==> config.mk <==
export PLATFORM = sky130hd
export DESIGN_NAME = protobuf_status_field_reader_core
export DESIGN_NICKNAME = d
export VERILOG_FILES = /design/src/rtl/pfsr_pkg.sv /design/src/rtl/protobuf_status_field_reader_core.sv
export SDC_FILE = /design/constraint.sdc
export NUM_CORES = 1
export LEC_CHECK = 0
export BUFFER_PORTS_ARGS = -buffer_cell sky130_fd_sc_hd__buf_2
export CAP_MARGIN = 20
export CORE_MARGIN = 1
export CORE_UTILIZATION = 55
export CTS_CLUSTER_SIZE = 12
export DETAILED_ROUTE_END_ITERATION = 8
export PLACE_DENSITY = 0.81
export SLEW_MARGIN = 15
export SYNTH_ARGS = -nofsm -noshare
export SYNTH_HDL_FRONTEND = slang
export SYNTH_SLANG_ARGS = --single-unit
==> constraint.sdc <==
create_clock -name clk_i -period 2.7 [get_ports clk_i]
set_input_delay 0.675 -clock clk_i [delete_from_list [all_inputs] [get_ports clk_i]]
set_output_delay 0.675 -clock clk_i [all_outputs]
set_load 0.005 [all_outputs]
==> src/rtl/pfsr_pkg.sv <==
// pfsr_pkg: types and constants for the status field reader core
// no dependencies

package pfsr_pkg;

  // parse position inside one frame
  typedef enum logic [2:0] {
    PH_ID0     = 3'd0,
    PH_ID1     = 3'd1,
    PH_TAG     = 3'd2,
    PH_VALUE   = 3'd3,
    PH_SKIPVAR = 3'd4,
    PH_LENVAR  = 3'd5,
    PH_SKIPRUN = 3'd6,
    PH_IDLE    = 3'd7
  } phase_e;

  // frame outcome so far
  typedef enum logic [1:0] {
    DONE_NONE  = 2'd0,
    DONE_FOUND = 2'd1,
    DONE_BAD   = 2'd2
  } done_e;

  // protobuf wire types
  localparam logic [2:0] WIRE_VARINT = 3'd0;
  localparam logic [2:0] WIRE_FIX64  = 3'd1;
  localparam logic [2:0] WIRE_LEN    = 3'd2;
  localparam logic [2:0] WIRE_FIX32  = 3'd5;

  localparam int unsigned ACC_W    = 35;
  localparam int unsigned STATUS_W = 32;
  localparam int unsigned CNT_W    = 4;

  // last legal varint byte index (ten bytes in all)
  localparam logic [CNT_W-1:0] VARINT_LAST_IDX = 4'd9;

  // tag value of field 1, wire type varint
  localparam logic [ACC_W-1:0] STATUS_TAG = 35'd8;

  localparam logic [STATUS_W-1:0] FIX64_LEN = 32'd8;
  localparam logic [STATUS_W-1:0] FIX32_LEN = 32'd4;

endpackage

==> src/rtl/protobuf_status_field_reader_core.sv <==
// protobuf_status_field_reader_core: pulls the field 1 varint out of a framed protobuf message
// depends on pfsr_pkg; checked by pfsr_checker (bound in its own file)
//
// channel   dir  payload                                   handshake
// s_axis    in   tdata[7:0] data_byte, tlast last_byte      tvalid/tready
// m_axis    out  tdata[31:0] status_value, tuser[0] found   tvalid/tready
//
// one byte per cycle sustained while no stalled result holds back a last byte; the parse state
// is loaded from the input register when its byte is consumed, the result register when a last
// byte is, so m_axis_tvalid rises once the last byte has passed the input register and the result register
// reset: parser waits for the first message id byte, no result pending
// a stalled result only holds back a last byte; other bytes keep flowing

module protobuf_status_field_reader_core (
  input  logic        clk_i,
  input  logic        rst_ni,
  input  logic        s_axis_tvalid,
  output logic        s_axis_tready,
  input  logic [7:0]  s_axis_tdata,   // [7:0] data_byte
  input  logic        s_axis_tlast,   // last_byte
  output logic        m_axis_tvalid,
  input  logic        m_axis_tready,
  output logic [31:0] m_axis_tdata,   // [31:0] status_value (signed)
  output logic        m_axis_tuser    // [0] found
);

  // input register
  logic       in_valid_q;
  logic [7:0] in_byte_q;
  logic       in_last_q;

  // parse state
  pfsr_pkg::phase_e                phase_q, phase_d;
  logic [pfsr_pkg::ACC_W-1:0]      acc_q, acc_d;
  logic [pfsr_pkg::CNT_W-1:0]      vcnt_q, vcnt_d;
  logic [pfsr_pkg::STATUS_W-1:0]   skip_q, skip_d;
  logic [pfsr_pkg::STATUS_W-1:0]   capt_q, capt_d;
  pfsr_pkg::done_e                 done_q, done_d;
  logic                            lover_q, lover_d;

  // result register
  logic                            out_valid_q;
  logic                            found_q, found_d;
  logic [pfsr_pkg::STATUS_W-1:0]   status_q, status_d;

  logic out_free;
  logic consume;
  logic in_take;

  // varint byte decode
  logic [6:0]                  payload;
  logic [pfsr_pkg::ACC_W-1:0]  shifted;
  logic [pfsr_pkg::ACC_W-1:0]  acc_new;
  logic                        over_bit;
  logic                        lover_new;
  logic                        vend;
  logic                        vbad;

  // handshake
  assign out_free      = !out_valid_q || m_axis_tready;
  assign consume       = in_valid_q && (!in_last_q || out_free);
  assign s_axis_tready = !in_valid_q || consume;
  assign in_take       = s_axis_tvalid && s_axis_tready;

  // place the seven payload bits and track bits from 2^32 up to 2^63
  always_comb begin
    payload = in_byte_q[6:0];
    case (vcnt_q)
      4'd0:    shifted = {28'b0, payload};
      4'd1:    shifted = {21'b0, payload, 7'b0};
      4'd2:    shifted = {14'b0, payload, 14'b0};
      4'd3:    shifted = {7'b0, payload, 21'b0};
      4'd4:    shifted = {payload, 28'b0};
      default: shifted = '0;
    endcase
    case (vcnt_q) inside
      4'd4:          over_bit = |payload[6:4];
      [4'd5:4'd8]:   over_bit = |payload;
      4'd9:          over_bit = payload[0];
      default:       over_bit = 1'b0;
    endcase
    acc_new   = acc_q | shifted;
    lover_new = lover_q | over_bit;
    vend      = !in_byte_q[7];
    vbad      = in_byte_q[7] && (vcnt_q >= pfsr_pkg::VARINT_LAST_IDX);
  end

  // next parse state
  always_comb begin
    phase_d = phase_q;
    acc_d   = acc_q;
    vcnt_d  = vcnt_q;
    skip_d  = skip_q;
    capt_d  = capt_q;
    done_d  = done_q;
    lover_d = lover_q;
    case (phase_q)
      pfsr_pkg::PH_ID0: begin
        phase_d = pfsr_pkg::PH_ID1;
      end
      pfsr_pkg::PH_ID1: begin
        phase_d = pfsr_pkg::PH_TAG;
        acc_d   = '0;
        vcnt_d  = '0;
        lover_d = 1'b0;
      end
      pfsr_pkg::PH_TAG, pfsr_pkg::PH_VALUE, pfsr_pkg::PH_SKIPVAR,
      pfsr_pkg::PH_LENVAR: begin
        acc_d   = acc_new;
        lover_d = lover_new;
        if (vbad) begin
          done_d  = pfsr_pkg::DONE_BAD;
          phase_d = pfsr_pkg::PH_IDLE;
        end else if (!vend) begin
          vcnt_d = vcnt_q + 4'd1;
        end else begin
          // varint complete: start a fresh one by default
          acc_d   = '0;
          vcnt_d  = '0;
          lover_d = 1'b0;
          case (phase_q)
            pfsr_pkg::PH_TAG: begin
              if (acc_new == pfsr_pkg::STATUS_TAG) begin
                phase_d = pfsr_pkg::PH_VALUE;
              end else begin
                case (acc_new[2:0])
                  pfsr_pkg::WIRE_VARINT: phase_d = pfsr_pkg::PH_SKIPVAR;
                  pfsr_pkg::WIRE_FIX64: begin
                    skip_d  = pfsr_pkg::FIX64_LEN;
                    phase_d = pfsr_pkg::PH_SKIPRUN;
                  end
                  pfsr_pkg::WIRE_LEN:    phase_d = pfsr_pkg::PH_LENVAR;
                  pfsr_pkg::WIRE_FIX32: begin
                    skip_d  = pfsr_pkg::FIX32_LEN;
                    phase_d = pfsr_pkg::PH_SKIPRUN;
                  end
                  default: begin
                    done_d  = pfsr_pkg::DONE_BAD;
                    phase_d = pfsr_pkg::PH_IDLE;
                  end
                endcase
              end
            end
            pfsr_pkg::PH_VALUE: begin
              capt_d  = acc_new[pfsr_pkg::STATUS_W-1:0];
              done_d  = pfsr_pkg::DONE_FOUND;
              phase_d = pfsr_pkg::PH_IDLE;
            end
            pfsr_pkg::PH_SKIPVAR: begin
              phase_d = pfsr_pkg::PH_TAG;
            end
            default: begin
              // length of a delimited run
              if (lover_new) begin
                done_d  = pfsr_pkg::DONE_BAD;
                phase_d = pfsr_pkg::PH_IDLE;
              end else begin
                skip_d  = acc_new[pfsr_pkg::STATUS_W-1:0];
                phase_d = (acc_new[pfsr_pkg::STATUS_W-1:0] == '0) ?
                          pfsr_pkg::PH_TAG : pfsr_pkg::PH_SKIPRUN;
              end
            end
          endcase
        end
      end
      pfsr_pkg::PH_SKIPRUN: begin
        if (skip_q <= 32'd1) begin
          skip_d  = '0;
          phase_d = pfsr_pkg::PH_TAG;
          acc_d   = '0;
          vcnt_d  = '0;
          lover_d = 1'b0;
        end else begin
          skip_d = skip_q - 32'd1;
        end
      end
      default: begin
      end
    endcase
  end

  // frame result
  always_comb begin
    found_d  = (done_d == pfsr_pkg::DONE_FOUND);
    status_d = found_d ? capt_d : '1;
  end

  // input register
  always_ff @(posedge clk_i or negedge rst_ni) begin
    if (!rst_ni) begin
      in_valid_q <= 1'b0;
    end else if (s_axis_tready) begin
      in_valid_q <= s_axis_tvalid;
    end
  end

  always_ff @(posedge clk_i) begin
    if (in_take) begin
      in_byte_q <= s_axis_tdata;
      in_last_q <= s_axis_tlast;
    end
  end

  // parse state, rearmed after the last byte
  always_ff @(posedge clk_i or negedge rst_ni) begin
    if (!rst_ni) begin
      phase_q <= pfsr_pkg::PH_ID0;
      acc_q   <= '0;
      vcnt_q  <= '0;
      skip_q  <= '0;
      capt_q  <= '1;
      done_q  <= pfsr_pkg::DONE_NONE;
      lover_q <= 1'b0;
    end else if (consume) begin
      if (in_last_q) begin
        phase_q <= pfsr_pkg::PH_ID0;
        acc_q   <= '0;
        vcnt_q  <= '0;
        skip_q  <= '0;
        capt_q  <= '1;
        done_q  <= pfsr_pkg::DONE_NONE;
        lover_q <= 1'b0;
      end else begin
        phase_q <= phase_d;
        acc_q   <= acc_d;
        vcnt_q  <= vcnt_d;
        skip_q  <= skip_d;
        capt_q  <= capt_d;
        done_q  <= done_d;
        lover_q <= lover_d;
      end
    end
  end

  // result register
  always_ff @(posedge clk_i or negedge rst_ni) begin
    if (!rst_ni) begin
      out_valid_q <= 1'b0;
    end else if (consume && in_last_q) begin
      out_valid_q <= 1'b1;
    end else if (m_axis_tready) begin
      out_valid_q <= 1'b0;
    end
  end

  always_ff @(posedge clk_i) begin
    if (consume && in_last_q) begin
      found_q  <= found_d;
      status_q <= status_d;
    end
  end

  assign m_axis_tvalid = out_valid_q;
  assign m_axis_tdata  = status_q;
  assign m_axis_tuser  = found_q;

endmodule

======== Word level (Yosys, flattened, before mapping) ========
Index checks and enable logic that the tools add are counted.
word-level totals
  bits in registers ....................... 153
  input port bits ......................... 13
  logic and storage cells ................. 127
cells by class
  add/subtract/negate cells ............... 2
  order comparisons ....................... 4
  eq/ne operators ......................... 24
  mux-type cells .......................... 53
  bitwise operators ....................... 2
  reduce and logical (&&, ||, !) cells .... 29
operator list
  operator                                                                count
  32-bit 2-to-1 mux                                                       11
  32-bit one-hot mux with 2 select lines                                  3
  35-bit one-hot mux with 5 select lines                                  1
  35-bit 2-to-1 mux                                                       4
  35-bit one-hot mux with 3 select lines                                  1
  35-bit by 4-bit == test with 1-bit output, second input constant        1
  35-bit bitwise OR                                                       1
  32-bit by 1-bit <= comparator with 1-bit output, second input constant  1
  32-bit zero test                                                        1
  32-bit by 1-bit subtractor with 32-bit output, second input constant    1
  3-bit 2-to-1 mux                                                        7
  4-bit 2-to-1 mux                                                        4
  2-bit 2-to-1 mux                                                        7
  3-bit == test, second input constant                                    4
  3-bit inequality test, second input constant                            4
  4-bit inequality test, second input constant                            3
  2-bit one-hot mux with 3 select lines                                   2
  3-bit one-hot mux with 4 select lines                                   1
  4-bit one-hot mux with 3 select lines                                   1
  3-bit by 2-bit == test with 1-bit output, second input constant         3
  1-bit 2-to-1 mux                                                        9
  3-bit one-hot mux with 3 select lines                                   1
  4-bit by 2-bit == test with 1-bit output, second input constant         2
  4-bit AND reduction                                                     2
  27 further kinds                                                        39

======== Logic depth before layout (Yosys ltp) ========
Gate-level depths: netlist of the first run.
  depth after elaboration ................. 12
  gate-level depth with buffers ........... 11
  gate-level depth less buffers ........... 9

======== Worst setup path before layout of the first run ========
Ideal clock, no wire load.
  path kind ............................... flip-flop to flip-flop
  start point ............................. register vcnt_q[0] (netlist name)
  end point ............................... register status_q, in the netlist m_axis_tdata[12], data pin
  data arrival time ....................... 2.601 ns
  setup slack ............................. -0.173 ns
  stages on the path, launching flop included .. 11
  path buffers ............................ 1
  period minus slack after synthesis ...... 2.873 ns
  path through ............................ dfrtp_1 > inv_1 > ha_1 > nor3b_1 > a2111oi_1 > a211o_1 > a21oi_1 > a211o_1 > a21oi_1 > buf_2 > o211ai_1
between the ends
  cells in the longest elaborated chain, start to end .. 12
  elaborated cells between the ends (all ways) .. 35
RTL lines
  item                                                                    RTL line                                  RTL
  start: declaration                                                      protobuf_status_field_reader_core.sv:35   logic [pfsr_pkg::CNT_W-1:0] vcnt_q, vcnt_d;
  start signal: assignment                                                protobuf_status_field_reader_core.sv:226  vcnt_q <= vcnt_d;
  4-bit by 3-bit == test with 1-bit output, or another cell as far along  protobuf_status_field_reader_core.sv:68   case (vcnt_q)
  35-bit one-hot mux with 5 select lines                                  protobuf_status_field_reader_core.sv:68
  35-bit bitwise OR                                                       protobuf_status_field_reader_core.sv:82   acc_new = acc_q | shifted;
  3-bit == test, or another cell as far along                             protobuf_status_field_reader_core.sv:126  case (acc_new[2:0])
  4-bit OR reduction (no source line)                                     --
  2-bit 2-to-1 mux                                                        protobuf_status_field_reader_core.sv:126
  2-bit 2-to-1 mux                                                        protobuf_status_field_reader_core.sv:123  if (acc_new == pfsr_pkg::STATUS_TAG) begin
  2-bit one-hot mux with 3 select lines                                   protobuf_status_field_reader_core.sv:121  case (phase_q)
  2-bit 2-to-1 mux                                                        protobuf_status_field_reader_core.sv:114  end else if (!vend) begin
  2-bit 2-to-1 mux                                                        protobuf_status_field_reader_core.sv:111  if (vbad) begin
  2-bit 2-to-1 mux                                                        protobuf_status_field_reader_core.sv:97   case (phase_q)
  2-bit by 1-bit == test with 1-bit output                                protobuf_status_field_reader_core.sv:184  found_d = (done_d == pfsr_pkg::DONE_FOUND);
  end signal: assignment                                                  protobuf_status_field_reader_core.sv:249  status_q <= status_d;
  end: declaration                                                        protobuf_status_field_reader_core.sv:44   logic [pfsr_pkg::STATUS_W-1:0] status_q, status_d;
Parallel ways exist; a longest one is shown, timed or not.
A chain may end at the register's enable or synchronous reset.

======== Final worst setup path of the first run ========
  start point ............................. register vcnt_q[0] (netlist name)
  end point ............................... register phase_q[2]
between the ends
  cells in the longest elaborated chain, start to end .. 11
  elaborated cells between the ends (all ways) .. 29
RTL lines
  item                                                                    RTL line                                                                           RTL
  4-bit by 3-bit == test with 1-bit output, or another cell as far along  protobuf_status_field_reader_core.sv:68
  35-bit one-hot mux with 5 select lines, or another cell as far along    protobuf_status_field_reader_core.sv:68
  35-bit bitwise OR / 1-bit 2-to-1 mux (equally long branches)            protobuf_status_field_reader_core.sv:82, protobuf_status_field_reader_core.sv:76
  32-bit zero test / 1-bit 2-to-1 mux (equally long branches)             protobuf_status_field_reader_core.sv:159, protobuf_status_field_reader_core.sv:76
  3-bit 2-to-1 mux / 1-bit bitwise OR (equally long branches)             protobuf_status_field_reader_core.sv:159, protobuf_status_field_reader_core.sv:83
  3-bit 2-to-1 mux                                                        protobuf_status_field_reader_core.sv:154                                           if (lover_new) begin
  3-bit one-hot mux with 3 select lines                                   protobuf_status_field_reader_core.sv:121
  3-bit 2-to-1 mux                                                        protobuf_status_field_reader_core.sv:114
  3-bit 2-to-1 mux                                                        protobuf_status_field_reader_core.sv:111
  3-bit one-hot mux with 4 select lines                                   protobuf_status_field_reader_core.sv:97
  3-bit 2-to-1 mux                                                        protobuf_status_field_reader_core.sv:215                                           if (in_last_q) begin
  end signal: assignment                                                  protobuf_status_field_reader_core.sv:207                                           phase_q <= pfsr_pkg::PH_ID0;
  end signal: assignment                                                  protobuf_status_field_reader_core.sv:216                                           phase_q <= pfsr_pkg::PH_ID0;
  end signal: assignment                                                  protobuf_status_field_reader_core.sv:224                                           phase_q <= phase_d;
  end: declaration                                                        protobuf_status_field_reader_core.sv:33                                            pfsr_pkg::phase_e phase_q, phase_d;
Parallel ways exist; a longest one is shown, timed or not. The select of a mux whose other input is x is not followed.

==> summary.md, run 1 <==
| Metric | Value |
|---|---|
| Status | finished, violations left |
| Failing checks | negative setup slack |
| Cell Pwr Density | slightly below 1000 mW/mm² |
| ANT cells | 0 |
| Gp weighted congestion | around 0.9 |
| Post-route DRC | 0 |
| Fin. max-slew vios | 0 |
| CTS buffer count | 17 |
| Post-synthesis register bit count | roughly 150 |
| Post-synth ARST share | just over 70% |
| Top cell type's share of synthesized area | between 20% and 30% |
| DRT iter0 DRCs | approximately 1,100 |
| Post-synth top cells | nor2_1, dfrtp_1, a21oi_1 |
| Area grow syn2layout | 27.03% |
| Rows | 43 |
| RSZ-0062 raised after global routing | yes |
| Clk_lat worst skew | between 0.4 and 0.5 ns |
| Clock buffer depth | 2 |
| Reg2reg start | vcnt_q[0] |
| Final HPWL DP | about 16 mm |
| Maximum VDD drop | 0.5977 mV |
| Cell accounting for the most synthesized area | dfrtp_1 |
| Period utilization | 106.6% |
| IO Count | 48 |
| Cell depth of the worst flop-to-flop path | 10 |
| Worst hold path type | input port to asynchronous set/reset pin |
| Synthesized net count | just over 800 |
| Final core utilization | between 70% and 80% |
| Syn. warnings | 0 |
| Synth Instances | between 700 and 800 |
| Worst path max stage delay | 0.50 ns |
| CP required | just over 3 ns |
| Top FF cell, synth | dfrtp_1 |
| Core area | 0.01410 mm² |
| Critical path class | flip-flop to flip-flop |
| Max Fclk | 347.4 MHz |
| Tot GR Track Use | ~33% |
| Finish-stage setup viols | 71 |
| # fillers | ~900 |
| Cell mode on critical path | buf_4 |
| Hold WS | roughly 0.22 ns |
| Post-synthesis sequential area ratio | roughly half |
| Die Footprint | ~0.015 mm² |
| Leak | roughly 4 nW |
| Power, Total | 9.878 mW |
| First-pass GRT wire length | approximately 37 mm |
| Post-DR wirelength/cell | about 24 µm |
| CP endpoint kind | flip-flop |
| Slack of the critical path | -0.1784 ns |
| Largest cells by area after synthesis | dfrtp_1, edfxtp_1, dfstp_2, o31ai_2, a21oi_1 |
| Share of cells above drive strength 1 | roughly a third |
| Setup Skew | around 0.015 ns |
| Top-count cell post-synth | nor2_1 |
| Startpoint Class | flip-flop |
| Synthesized area | between 0.008 and 0.009 mm² |
| Worst-Margin Slew | 0.9733 ns |
| EDFF count, synth | 42 |
| Largest net degree at the start of global routing | 65 |
| Clock root cell | clkbuf_16 |
| Post-Route WL | ~26 mm |
| Arrival time at the worst endpoint | 3.20 ns |
| Htree depth | 4 |
| Via-to-Cell Ratio | around 7 |
| Die W | around 120 µm |
| Total gr overflow | 0 |
| CP Cell Sequence | buf_4 > ha_2 > nor3b_4 > a2111oi_1 > nand4_1 > nor4_2 > buf_4 > a41oi_2 > a21boi_1 > o211ai_1 |
| Final hold viol count | 0 |
| Critical Path Slowest Stage Cell | a2111oi_1 |
| TritonCTS clock tree | done |
| Chip height | 123.0 µm |
| Tmin final | roughly 2.9 ns |
| R2R setup slack | -0.18 ns |
| Antenna-violating nets left | 0 |
| Vias | around 7,600 |
| Worst-path clk slew | 0.06 ns |
| Synth cell types | a little over 60 |
| Clock tree sinks | approximately 150 |
| Initial DRT Pass Iterations | 6 |
| Initial Util | 57.15% |
| Vias in the first global route | 6,838 |
| # Max-Cap Violations | 0 |
| RR Endpoint | phase_q[2] |
| Slew margin rel. | 34.51% |
| Fin nets | slightly above 900 |
| Port bufs | 47 |
| Initial antenna violation count | 0 |
| Average size of a mapped cell | 10.16 µm² |
| Worst Path Max Fanout | 7 |
worst max-delay path by stage:
| stage | from | end | slack [ns] | depth (start not counted) |
|---|---|---|---|---|
| 2_1_floorplan | skip_q[12] | acc_q[20] | -0.01 | 10 |
| 3_3_place_gp | vcnt_q[1] | phase_q[1] | -0.12 | 10 |
| 3_5_place_dp | vcnt_q[0] | m_axis_tdata[4] | -0.25 | 10 |
| 4_1_cts | vcnt_q[0] | m_axis_tdata[4] | -0.06 | 11 |
| 5_1_grt | vcnt_q[0] | phase_q[2] | -0.26 | 10 |
| 6_report | vcnt_q[0] | phase_q[2] | -0.18 | 10 |
where the power goes:
group | total [mW] | switching, mW | internal, mW
clock network | 2.34 | 1.04 | 1.30
registers | 3.12 | 0.337 | 2.78
logic | 4.41 | 2.61 | 1.80
total | 9.88 | 3.99 | 5.89
through the flow:
stage | cell area (µm²) | instances | setup slack [ns] | TNS (ns)
2_1_floorplan | 8060 | 793 | -0.01204 | -0.3555
3_3_place_gp | 8949 | 1042 | -0.1222 | -1.574
3_5_place_dp | 8949 | 1042 | -0.2488 | -12.30
4_1_cts | 9639 | 1076 | -0.06354 | -2.129
5_1_grt | 10230 | 1097 | -0.2573 | -7.967
6_report | 10230 | 1097 | -0.1784 | -3.665
final cells by class:
| class | instances | area [µm²] | share of cell area, % |
|---|---|---|---|
| Clock buffer | 20 | 446.7 | 4.365 |
| Clock inverter | 12 | 115.1 | 1.125 |
| Inverter | 14 | 52.55 | 0.5136 |
| Multi-Input combinational cell | 571 | 4078 | 39.85 |
| Sequential cell | 153 | 4081 | 39.89 |
| Tap cell | 180 | 225.2 | 2.201 |
| Timing Repair Buffer | 147 | 1234 | 12.06 |
worst max-delay path, delay by kind of cell (launching register included):
kind	cells	cell delay [ns]
buf+inv	2	0.33
compound gates	4	0.93
flops	1	0.44
simple gates	3	0.83
fa+ha+maj	1	0.22
cell usage in the layout (no fill, tap or decap), types with 7 or more instances in the layout:
cell        n
buf_4      83
nor2_1     80
dfrtp_1    77
a21oi_1    62
nand2_1    62
buf_2      46
edfxtp_1   42
o21ai_0    39
o211ai_1   35
dfstp_2    32
nand2_2    28
o31ai_2    24
a22o_1     24
clkbuf_16  23
nor3_1     17
o22ai_1    16
inv_1      12
nor4bb_1   10
o31ai_4    10
buf_12      9
nor4_1      8
nand2b_1    8
a21o_1      8
a2111oi_2   8
nand4_1     7
nand3_1     7
o32ai_1     7
routing by layer:
layer  up-vias  track usage [%]  routed length [µm]
li1       3223                -                   -
met1      3732            42.66                9820
met2       557            52.81               12490
met3       114            6.550                2713
met4         0            14.31                1047
met5         -                0                   0
registers in the layout (all words and copies together) (netlist names):
register,count
done_q,2
in_byte_q,8
m_axis_tdata,32
acc_q,35
in_valid_q,1
m_axis_tuser,1
lover_q,1
vcnt_q,4
in_last_q,1
capt_q,32
m_axis_tvalid,1
phase_q,3
skip_q,32
kinds of logic (layout without fill, tap and decap cells):
group | Yosys count | count (layout) | synth area share (%)
AO/OA/AOI/OAI | 283 | 283 | 25.78
XOR/XNOR | 7 | 7 | 0.7611
adder cells (fa/ha/maj) | 6 | 6 | 0.9319
buffers and inverters | 70 | 193 | 4.023
flip-flops | 153 | 153 | 50.64
multiplexers | 1 | 1 | 0.1398
AND/OR/NAND/NOR | 273 | 274 | 17.72
repair_timing:
| action | CTS | global route |
|---|---|---|
| endpoints found under the setup margin | 82 | 104 |
| hold buffers | 0 | 0 |
| cloned | 1 | 8 |
| pin swaps | 4 | 24 |
| setup buffers | 1 | 13 |
| resized for setup | 22 | 59 |
Power figures use the tool's default switching activity.
==> inputs of run 2 (changes only) <==
--- a/config.mk
+++ b/config.mk
@@ -5,13 +5,14 @@
 export SDC_FILE = /design/constraint.sdc
 export NUM_CORES = 1
 export LEC_CHECK = 0
+export ABC_AREA = 1
 export BUFFER_PORTS_ARGS = -buffer_cell sky130_fd_sc_hd__buf_2
 export CAP_MARGIN = 20
 export CORE_MARGIN = 1
-export CORE_UTILIZATION = 55
+export CORE_UTILIZATION = 56
 export CTS_CLUSTER_SIZE = 12
 export DETAILED_ROUTE_END_ITERATION = 8
-export PLACE_DENSITY = 0.81
+export PLACE_DENSITY = 0.82
 export SLEW_MARGIN = 15
 export SYNTH_ARGS = -nofsm -noshare
 export SYNTH_HDL_FRONTEND = slang
==> summary.md, run 2 <==
| Metric | Value |
|---|---|
| Synth Instances | 1,108 (+40%) |
| DRT iter0 DRCs | 924 (-15%) |
| Slew margin rel. | 56.31% (+22 points) |
| Via-to-Cell Ratio | 5.642 (-19%) |
| Initial antenna violation count | 1 (+1) |
| Status | complete, no violations |
| Gp weighted congestion | 0.9456 (+2.2%) |
| CP endpoint kind | flip-flop |
| Vias | 7,668 (+0.55%) |
| Antenna-violating nets left | 0 (unchanged) |
| Setup Skew | 0.008307 ns (-0.006577 ns) |
| Syn. warnings | 0 (unchanged) |
| Die W | 125.1 µm (+1.7%) |
| Worst hold path type | input port to asynchronous set/reset pin |
| Fin. max-slew vios | 0 (unchanged) |
| Critical path class | flip-flop to flip-flop |
| CP required | 2.90 ns (-0.12 ns) |
| Clock buffer depth | 2 (unchanged) |
| Final HPWL DP | 15.73 mm (-2.3%) |
| Max reg flops | 35 (unchanged) |
| Worst-path clk slew | 0.07 ns (about the same) |
| Vias in the first global route | 6,965 (+1.9%) |
| Finish-stage setup viols | 0 (-100%) |
| Commonest cells after routing, fill and taps aside | nand2_1, inv_1, nor2_1 |
| Commonest non-fill, non-tap cell in the layout | nand2_1 |
| # Max-Cap Violations | 0 (unchanged) |
| Share of cells above drive strength 1 | 14.30% (-21 points) |
| Non-Filler Instances | 1,359 (+24%) |
| Tmin final | 2.473 ns (-0.4051 ns) |
| Worst-Margin Slew | 0.6553 ns (-0.3180 ns) |
| Synthesized net count | 1,127 (+39%) |
| Worst Path Max Fanout | 33 (+26) |
| Period utilization | 91.60% (-15 points) |
| Top-count cell post-synth | nand2_1 |
| Core area | 0.01464 mm² (+3.9%) |
| Top cell type's share of synthesized area | 23.30% (-1.2 points) |
| Top FF cell, synth | dfrtp_1 |
| Post-route DRC | 0 (unchanged) |
| Synthesized area | 0.008484 mm² (+5.3%) |
| Post-synthesis register bit count | 153 (unchanged) |
| EDFF count, synth | 42 (unchanged) |
| Area grow syn2layout | 13.60% |
| Reg2reg start | vcnt_q[0] |
| Total gr overflow | 0 (unchanged) |
| Area occupied by multi-input gates | 0.003623 mm² (-11%) |
| Cell Pwr Density | 908.0 mW/mm² (-5.9%) |
| Leak | 4.216 nW (+3.3%) |
| Tot GR Track Use | 29.02% (-3.6 points) |
| Largest cells by area after synthesis | dfrtp_1, edfxtp_1, nand2_1, dfstp_2, inv_1 |
| Final setup TNS | 0 ns (+3.665 ns) |
| Post-synth ARST share | 72.55% (unchanged) |
| Cell accounting for the most synthesized area | dfrtp_1 |
| Post-synthesis sequential area ratio | 48.08% (-2.6 points) |
| Slack of the critical path | 0.2267 ns (+0.4051 ns) |
| Clock tree sinks | 153 (unchanged) |
| Die Footprint | 0.01565 mm² (+3.4%) |
| Chip height | 125.1 µm (+1.7%) |
| Cell depth of the worst flop-to-flop path | 14 (+4) |
| Placed cells | 1,327 (+27%) |
| RSZ-0062 raised after global routing | no |
| Maximum VDD drop | 0.4921 mV (-18%) |
| Most flops, register | acc_q |
| # fillers | 1,198 (+33%) |
| Largest net degree at the start of global routing | 65 (unchanged) |
| Post-Route WL | 21.63 mm (-17%) |
| CTS buffer count | 17 (unchanged) |
| Rows | 44 (+2.3%) |
| R2R setup slack | 0.23 ns (+0.41 ns) |
| Postcts setup bufs | 0 (-1) |
| Arrival time at the worst endpoint | 2.67 ns (-0.53 ns) |
| Initial DRT Pass Iterations | 8 (+2) |
| Max Fclk | 404.3 MHz (+16%) |
| Synth cell types | 36 (-42%) |
| RR Endpoint | m_axis_tuser |
| Startpoint Class | flip-flop |
| Htree depth | 4 (unchanged) |
| Place WS | 0.2526 ns (+0.5014 ns) |
| Fin nets | 1,181 (+28%) |
| TritonCTS clock tree | done |
| Post-synth top cells | nand2_1, inv_1, nor2_1 |
| Port bufs | 47 (unchanged) |
| Clk_lat worst skew | 0.43 ns (-0.02 ns) |
| Register Area | 0.004079 mm² (about the same) |
| ANT cells | 0 (unchanged) |
| IO Count | 48 (unchanged) |
| Clock root cell | clkbuf_16 |
| Initial Util | 57.94% (+0.79 points) |
| Final hold viol count | 0 (unchanged) |
| Post-DR wirelength/cell | 15.91 µm (-33%) |
| First-pass GRT wire length | 35.35 mm (-3.8%) |
| Average size of a mapped cell | 7.657 µm² (-25%) |
## run 2: worst max path at each step
stage,start,to,slack [ns]
final,vcnt_q[0],m_axis_tuser,0.23
after global routing,vcnt_q[0],m_axis_tuser,0.05
after floorplan,m_axis_tready,m_axis_tdata[0],0.32
after CTS,vcnt_q[0],m_axis_tuser,0.24
after detailed placement,vcnt_q[0],m_axis_tuser,0.25
after global placement,vcnt_q[0],m_axis_tuser,0.35
## run 2: logic make-up after synthesis
kind of cell,after synthesis,synth area share (%)
adders and majority gates,6,0.8848
xor gates and xnor gates,24,2.478
buffers and inverters,199,9.335
and+or+nand+nor,529,26.72
DFF,153,48.08
AOI/OAI and AO/OA,197,12.51
## run 2: what timing repair did
item / 4_1_cts / 5_1_grt
resized for setup: 0 / 1
hold endpoints to repair: 0 / 0
endpoints found under the setup margin: 0 / 6
hold buffers: 0 / 0
## run 2: critical path, stage by stage (launching register included)
cell and delay [ns]:
dfrtp_1 0.43, inv_1 0.12, ha_2 0.23, nand2_1 0.21, o21ai_2 0.26, inv_1 0.13
nand2_1 0.16, nand3_1 0.09, o211ai_1 0.09, nand2_1 0.07, nand2_1 0.07, nand2_1 0.09
buf_12 0.17, nand2_1 0.07, inv_1 0.03
## run 2: layer usage
metal  up-vias  GRT usage (%)  part of all wire, %
met5         -              0                0.060
met2       406          43.74                   44
met3        70          5.220                  8.4
li1       3687              -                    -
met1      3503          40.78                   44
met4         2          13.77                  3.5
## run 2: power by group
group | internal, mW | leakage (nW) | switching [mW]
clock | 1.31 | 0.272 | 1.02
sequential | 2.65 | 1.72 | 0.208
combinational | 1.17 | 2.22 | 2.39
## run 2: final cells by class
| cell class | instances | share of cell area, % |
|---|---|---|
| multi-input cells | 756 | 37.60 |
| clock buffers | 18 | 4.557 |
| well taps | 184 | 2.389 |
| clock inverters | 14 | 1.428 |
| flip-flops and latches | 153 | 42.32 |
| inverters | 160 | 6.231 |
| repair buffers | 74 | 5.478 |
## run 2: metrics by stage
step / power [mW] / area [µm²] / utilization, % / hold slack (ns)
final: 8.751 / 9638 / 65.82 / 0.2719
after CTS: 8.702 / 9635 / 65.80 / 0.2810
after global placement: 6.309 / 9059 / 61.86 / 0.4694
after detailed placement: 6.372 / 9059 / 61.86 / 0.4800
after global routing: 9.280 / 9638 / 65.82 / 0.3081
after floorplan: 5.398 / 8484 / - / 0.3794
==> inputs of run 3 (changes only) <==
--- a/config.mk
+++ b/config.mk
@@ -12,7 +12,7 @@
 export CORE_UTILIZATION = 56
 export CTS_CLUSTER_SIZE = 12
 export DETAILED_ROUTE_END_ITERATION = 8
-export PLACE_DENSITY = 0.82
+export PLACE_DENSITY = 0.81
 export SLEW_MARGIN = 15
 export SYNTH_ARGS = -nofsm -noshare
 export SYNTH_HDL_FRONTEND = slang
==> summary.md, run 3 (synthesized netlist as in run 2, its figures left out) <==
| Metric | Value |
|---|---|
| Status | finished, violations left |
| Failing checks | design-rule violations |
| CP endpoint kind | flip-flop |
| Worst path max stage delay | 0.42 ns (about the same) |
| Seq pwr share | 31.7% (-1.0 points) |
| Commonest non-fill, non-tap cell in the layout | nand2_1 |
| Chip height | 125.1 µm (unchanged) |
| Area grow syn2layout | 14.41% |
| Cell mode on critical path | nand2_1 |
| Reg2reg start | vcnt_q[0] |
| Gp weighted congestion | 0.9737 (+3.0%) |
| Rows | 44 (unchanged) |
| Post-route DRC | 12 (+12) |
| Final hold viol count | 0 (unchanged) |
| Arrival time at the worst endpoint | 2.64 ns (-0.03 ns) |
| Antenna-violating nets left | 0 (unchanged) |
| Maximum VDD drop | 0.5755 mV (+17%) |
| RSZ-0062 raised after global routing | no |
| Worst-path clk slew | 0.06 ns (about the same) |
| Sw Pwr | 3.615 mW (-0.13%) |
| Clock buffer depth | 2 (unchanged) |
| Critical path class | flip-flop to flip-flop |
| CP Cell Sequence | inv_1 > ha_2 > inv_1 > nor2_2 > inv_1 > nand3_1 > nand2_1 > o21ai_0 > nand2_1 > nand2_1 > nand2_1 > nand2_2 > buf_12 > nand3b_1 |
| Area occupied by multi-input gates | 0.003628 mm² (+0.14%) |
| Worst Path Max Fanout | 24 (-27%) |
| Post-Route WL | 22.20 mm (+2.7%) |
| Via-to-Cell Ratio | 5.539 (-1.8%) |
| Clock root cell | clkbuf_16 |
| First-pass GRT wire length | 35.83 mm (+1.4%) |
| Max reg flops | 35 (unchanged) |
| Setup Skew | 0.009574 ns (+0.001266 ns) |
| Initial DRT Pass Iterations | 7 (-1) |
| Final setup TNS | 0 ns (unchanged) |
| ANT cells | 0 (unchanged) |
| Cell depth of the worst flop-to-flop path | 14 (unchanged) |
| TritonCTS clock tree | done |
| Placed cells | 1,325 (-0.15%) |
| Die Footprint | 0.01565 mm² (unchanged) |
| Fin. max-slew vios | 0 (unchanged) |
| Cell internal pwr | 5.419 mW (+5.6%) |
| Die W | 125.1 µm (unchanged) |
| Largest net degree at the start of global routing | 65 (unchanged) |
| Clock tree sinks | 153 (unchanged) |
| Register Area | 0.004079 mm² (unchanged) |
| Startpoint Class | flip-flop |
| Clk_lat worst skew | 0.43 ns (about the same) |
| Max Fclk | 405.5 MHz (+0.29%) |
| Most flops, register | acc_q |
| Post-DR wirelength/cell | 16.36 µm (+2.8%) |
| WP buf/inv | 4 (unchanged) |
| Fin nets | 1,179 (-0.17%) |
| Top Family by Delay on Critical Path | simple AND/OR/NAND/NOR gates |
| # Max-Cap Violations | 0 (unchanged) |
| Htree depth | 4 (unchanged) |
| Non-Filler Instances | 1,357 (-0.15%) |
| Critical Path Slowest Stage Cell | dfrtp_1 |
| Core area | 0.01464 mm² (unchanged) |
| Share of cells above drive strength 1 | 14.32% (+0.024 points) |
| Power share of the combinational group | 39.5% (-1.2 points) |
| Slew margin rel. | 64.75% (+8.4 points) |
| # fillers | 1,245 (+3.9%) |
| Power, Total | 9.034 mW (+3.2%) |
| Initial Util | 57.94% (unchanged) |
| IO Count | 48 (unchanged) |
| Worst hold path type | input port to asynchronous set/reset pin |
| Period utilization | 91.34% (-0.27 points) |
| Clock power frac | 28.8% (+2.2 points) |
| R2R setup slack | 0.23 ns (about the same) |
| CTS buffer count | 17 (unchanged) |
| Worst-Margin Slew | 0.5233 ns (-0.1321 ns) |
| CP required | 2.88 ns (-0.02 ns) |
| Initial antenna violation count | 0 (-1) |
| Tmin final | 2.466 ns (-0.007185 ns) |
| Leak | 4.239 nW (+0.56%) |
| Total gr overflow | 0 (unchanged) |
| RR Endpoint | m_axis_tdata[17] |
| Vias | 7,517 (-2.0%) |
| Tot GR Track Use | 29.50% (+0.48 points) |
| Vias in the first global route | 7,096 (+1.9%) |
| Net Sw Frac | 40.02% (-1.3 points) |
| DRT iter0 DRCs | 730 (-21%) |
| Commonest cells after routing, fill and taps aside | nand2_1, inv_1, nor2_1 |
| Cell Pwr Density | 930.7 mW/mm² (+2.5%) |
| Finish-stage setup viols | 0 (unchanged) |
| Final HPWL DP | 15.98 mm (+1.6%) |
| Port bufs | 47 (unchanged) |
[run 3: cell types whose count changed in the layout (fill, tap and decap cells not counted)]
cell | before | now
nand2_2 | 4 | 5
nor2_2 | 2 | 3
clkinv_4 | 3 | 1
bufinv_16 | 1 | 4
inv_6 | 4 | 3
buf_12 | 7 | 8
clkbuf_8 | 1 | 2
nand2_1 | 314 | 313
inv_8 | 1 | 0
nor2_1 | 99 | 98
buf_4 | 21 | 18
[run 3: metal layers]
metal,global-route usage [%],vias to the layer above,routed length [µm]
li1,-,3681,-
met1,39.33,3534,9697
met2,48.54,268,10450
met3,5.049,34,1607
met4,10.90,0,442
met5,0,-,0
[run 3: layout make-up]
cell class                      count  area share, %
Clock buffer                       19          4.666
Clock inverter                     13          1.959
Inverter                          160          6.187
Multi-Input combinational cell    756          37.38
Sequential cell                   153          42.02
Tap cell                          184          2.372
Timing Repair Buffer               72          5.414
[run 3: per-stage QoR]
step	area, µm²	util, %	hold WS, ns	setup WS (ns)
final	9707	66.29	0.1866	0.2339
after global routing	9707	66.29	0.2246	0.01307
after CTS	9699	66.23	0.1957	0.1264
after detailed placement	9056	61.84	0.4736	0.1379
after global placement	9056	61.84	0.4670	0.2580
after floorplan	8484	-	0.3794	0.3156
[run 3: worst register-to-register path: stages, from the launching register on]
cell      delay [ns]
dfrtp_1         0.42
inv_1           0.12
ha_2            0.25
inv_1           0.10
nor2_2          0.18
inv_1           0.08
nand3_1         0.08
nand2_1         0.13
o21ai_0         0.18
nand2_1         0.07
nand2_1         0.05
nand2_1         0.06
nand2_2         0.20
buf_12          0.19
nand3b_1        0.10
[run 3: how the worst max path moves through the flow]
stage / start / end / slack [ns] / cells past startpoint
6_report: vcnt_q[0] / m_axis_tdata[17] / 0.23 / 14
5_1_grt: vcnt_q[0] / m_axis_tdata[1] / 0.01 / 14
4_1_cts: vcnt_q[0] / m_axis_tdata[4] / 0.13 / 14
3_5_place_dp: vcnt_q[0] / m_axis_tdata[17] / 0.14 / 14
3_3_place_gp: vcnt_q[0] / m_axis_tdata[19] / 0.26 / 14
2_1_floorplan: m_axis_tready / m_axis_tdata[0] / 0.32 / 7
[run 3: power by group through the flow]
stage | clock network, mW | registers [mW] | logic (mW)
2_1_floorplan | 0 | 2.84 | 2.56
3_3_place_gp | 0 | 2.88 | 3.44
3_5_place_dp | 0 | 2.89 | 3.48
4_1_cts | 2.62 | 2.85 | 3.51
5_1_grt | 2.72 | 2.89 | 3.94
6_report | 2.60 | 2.86 | 3.57
[run 3: repair_timing]
action / in CTS / in global routing
hold buffers: 0 / 0
setup endpoints to repair: 0 / 32
resized for setup: 0 / 3
setup buffers: 0 / 0
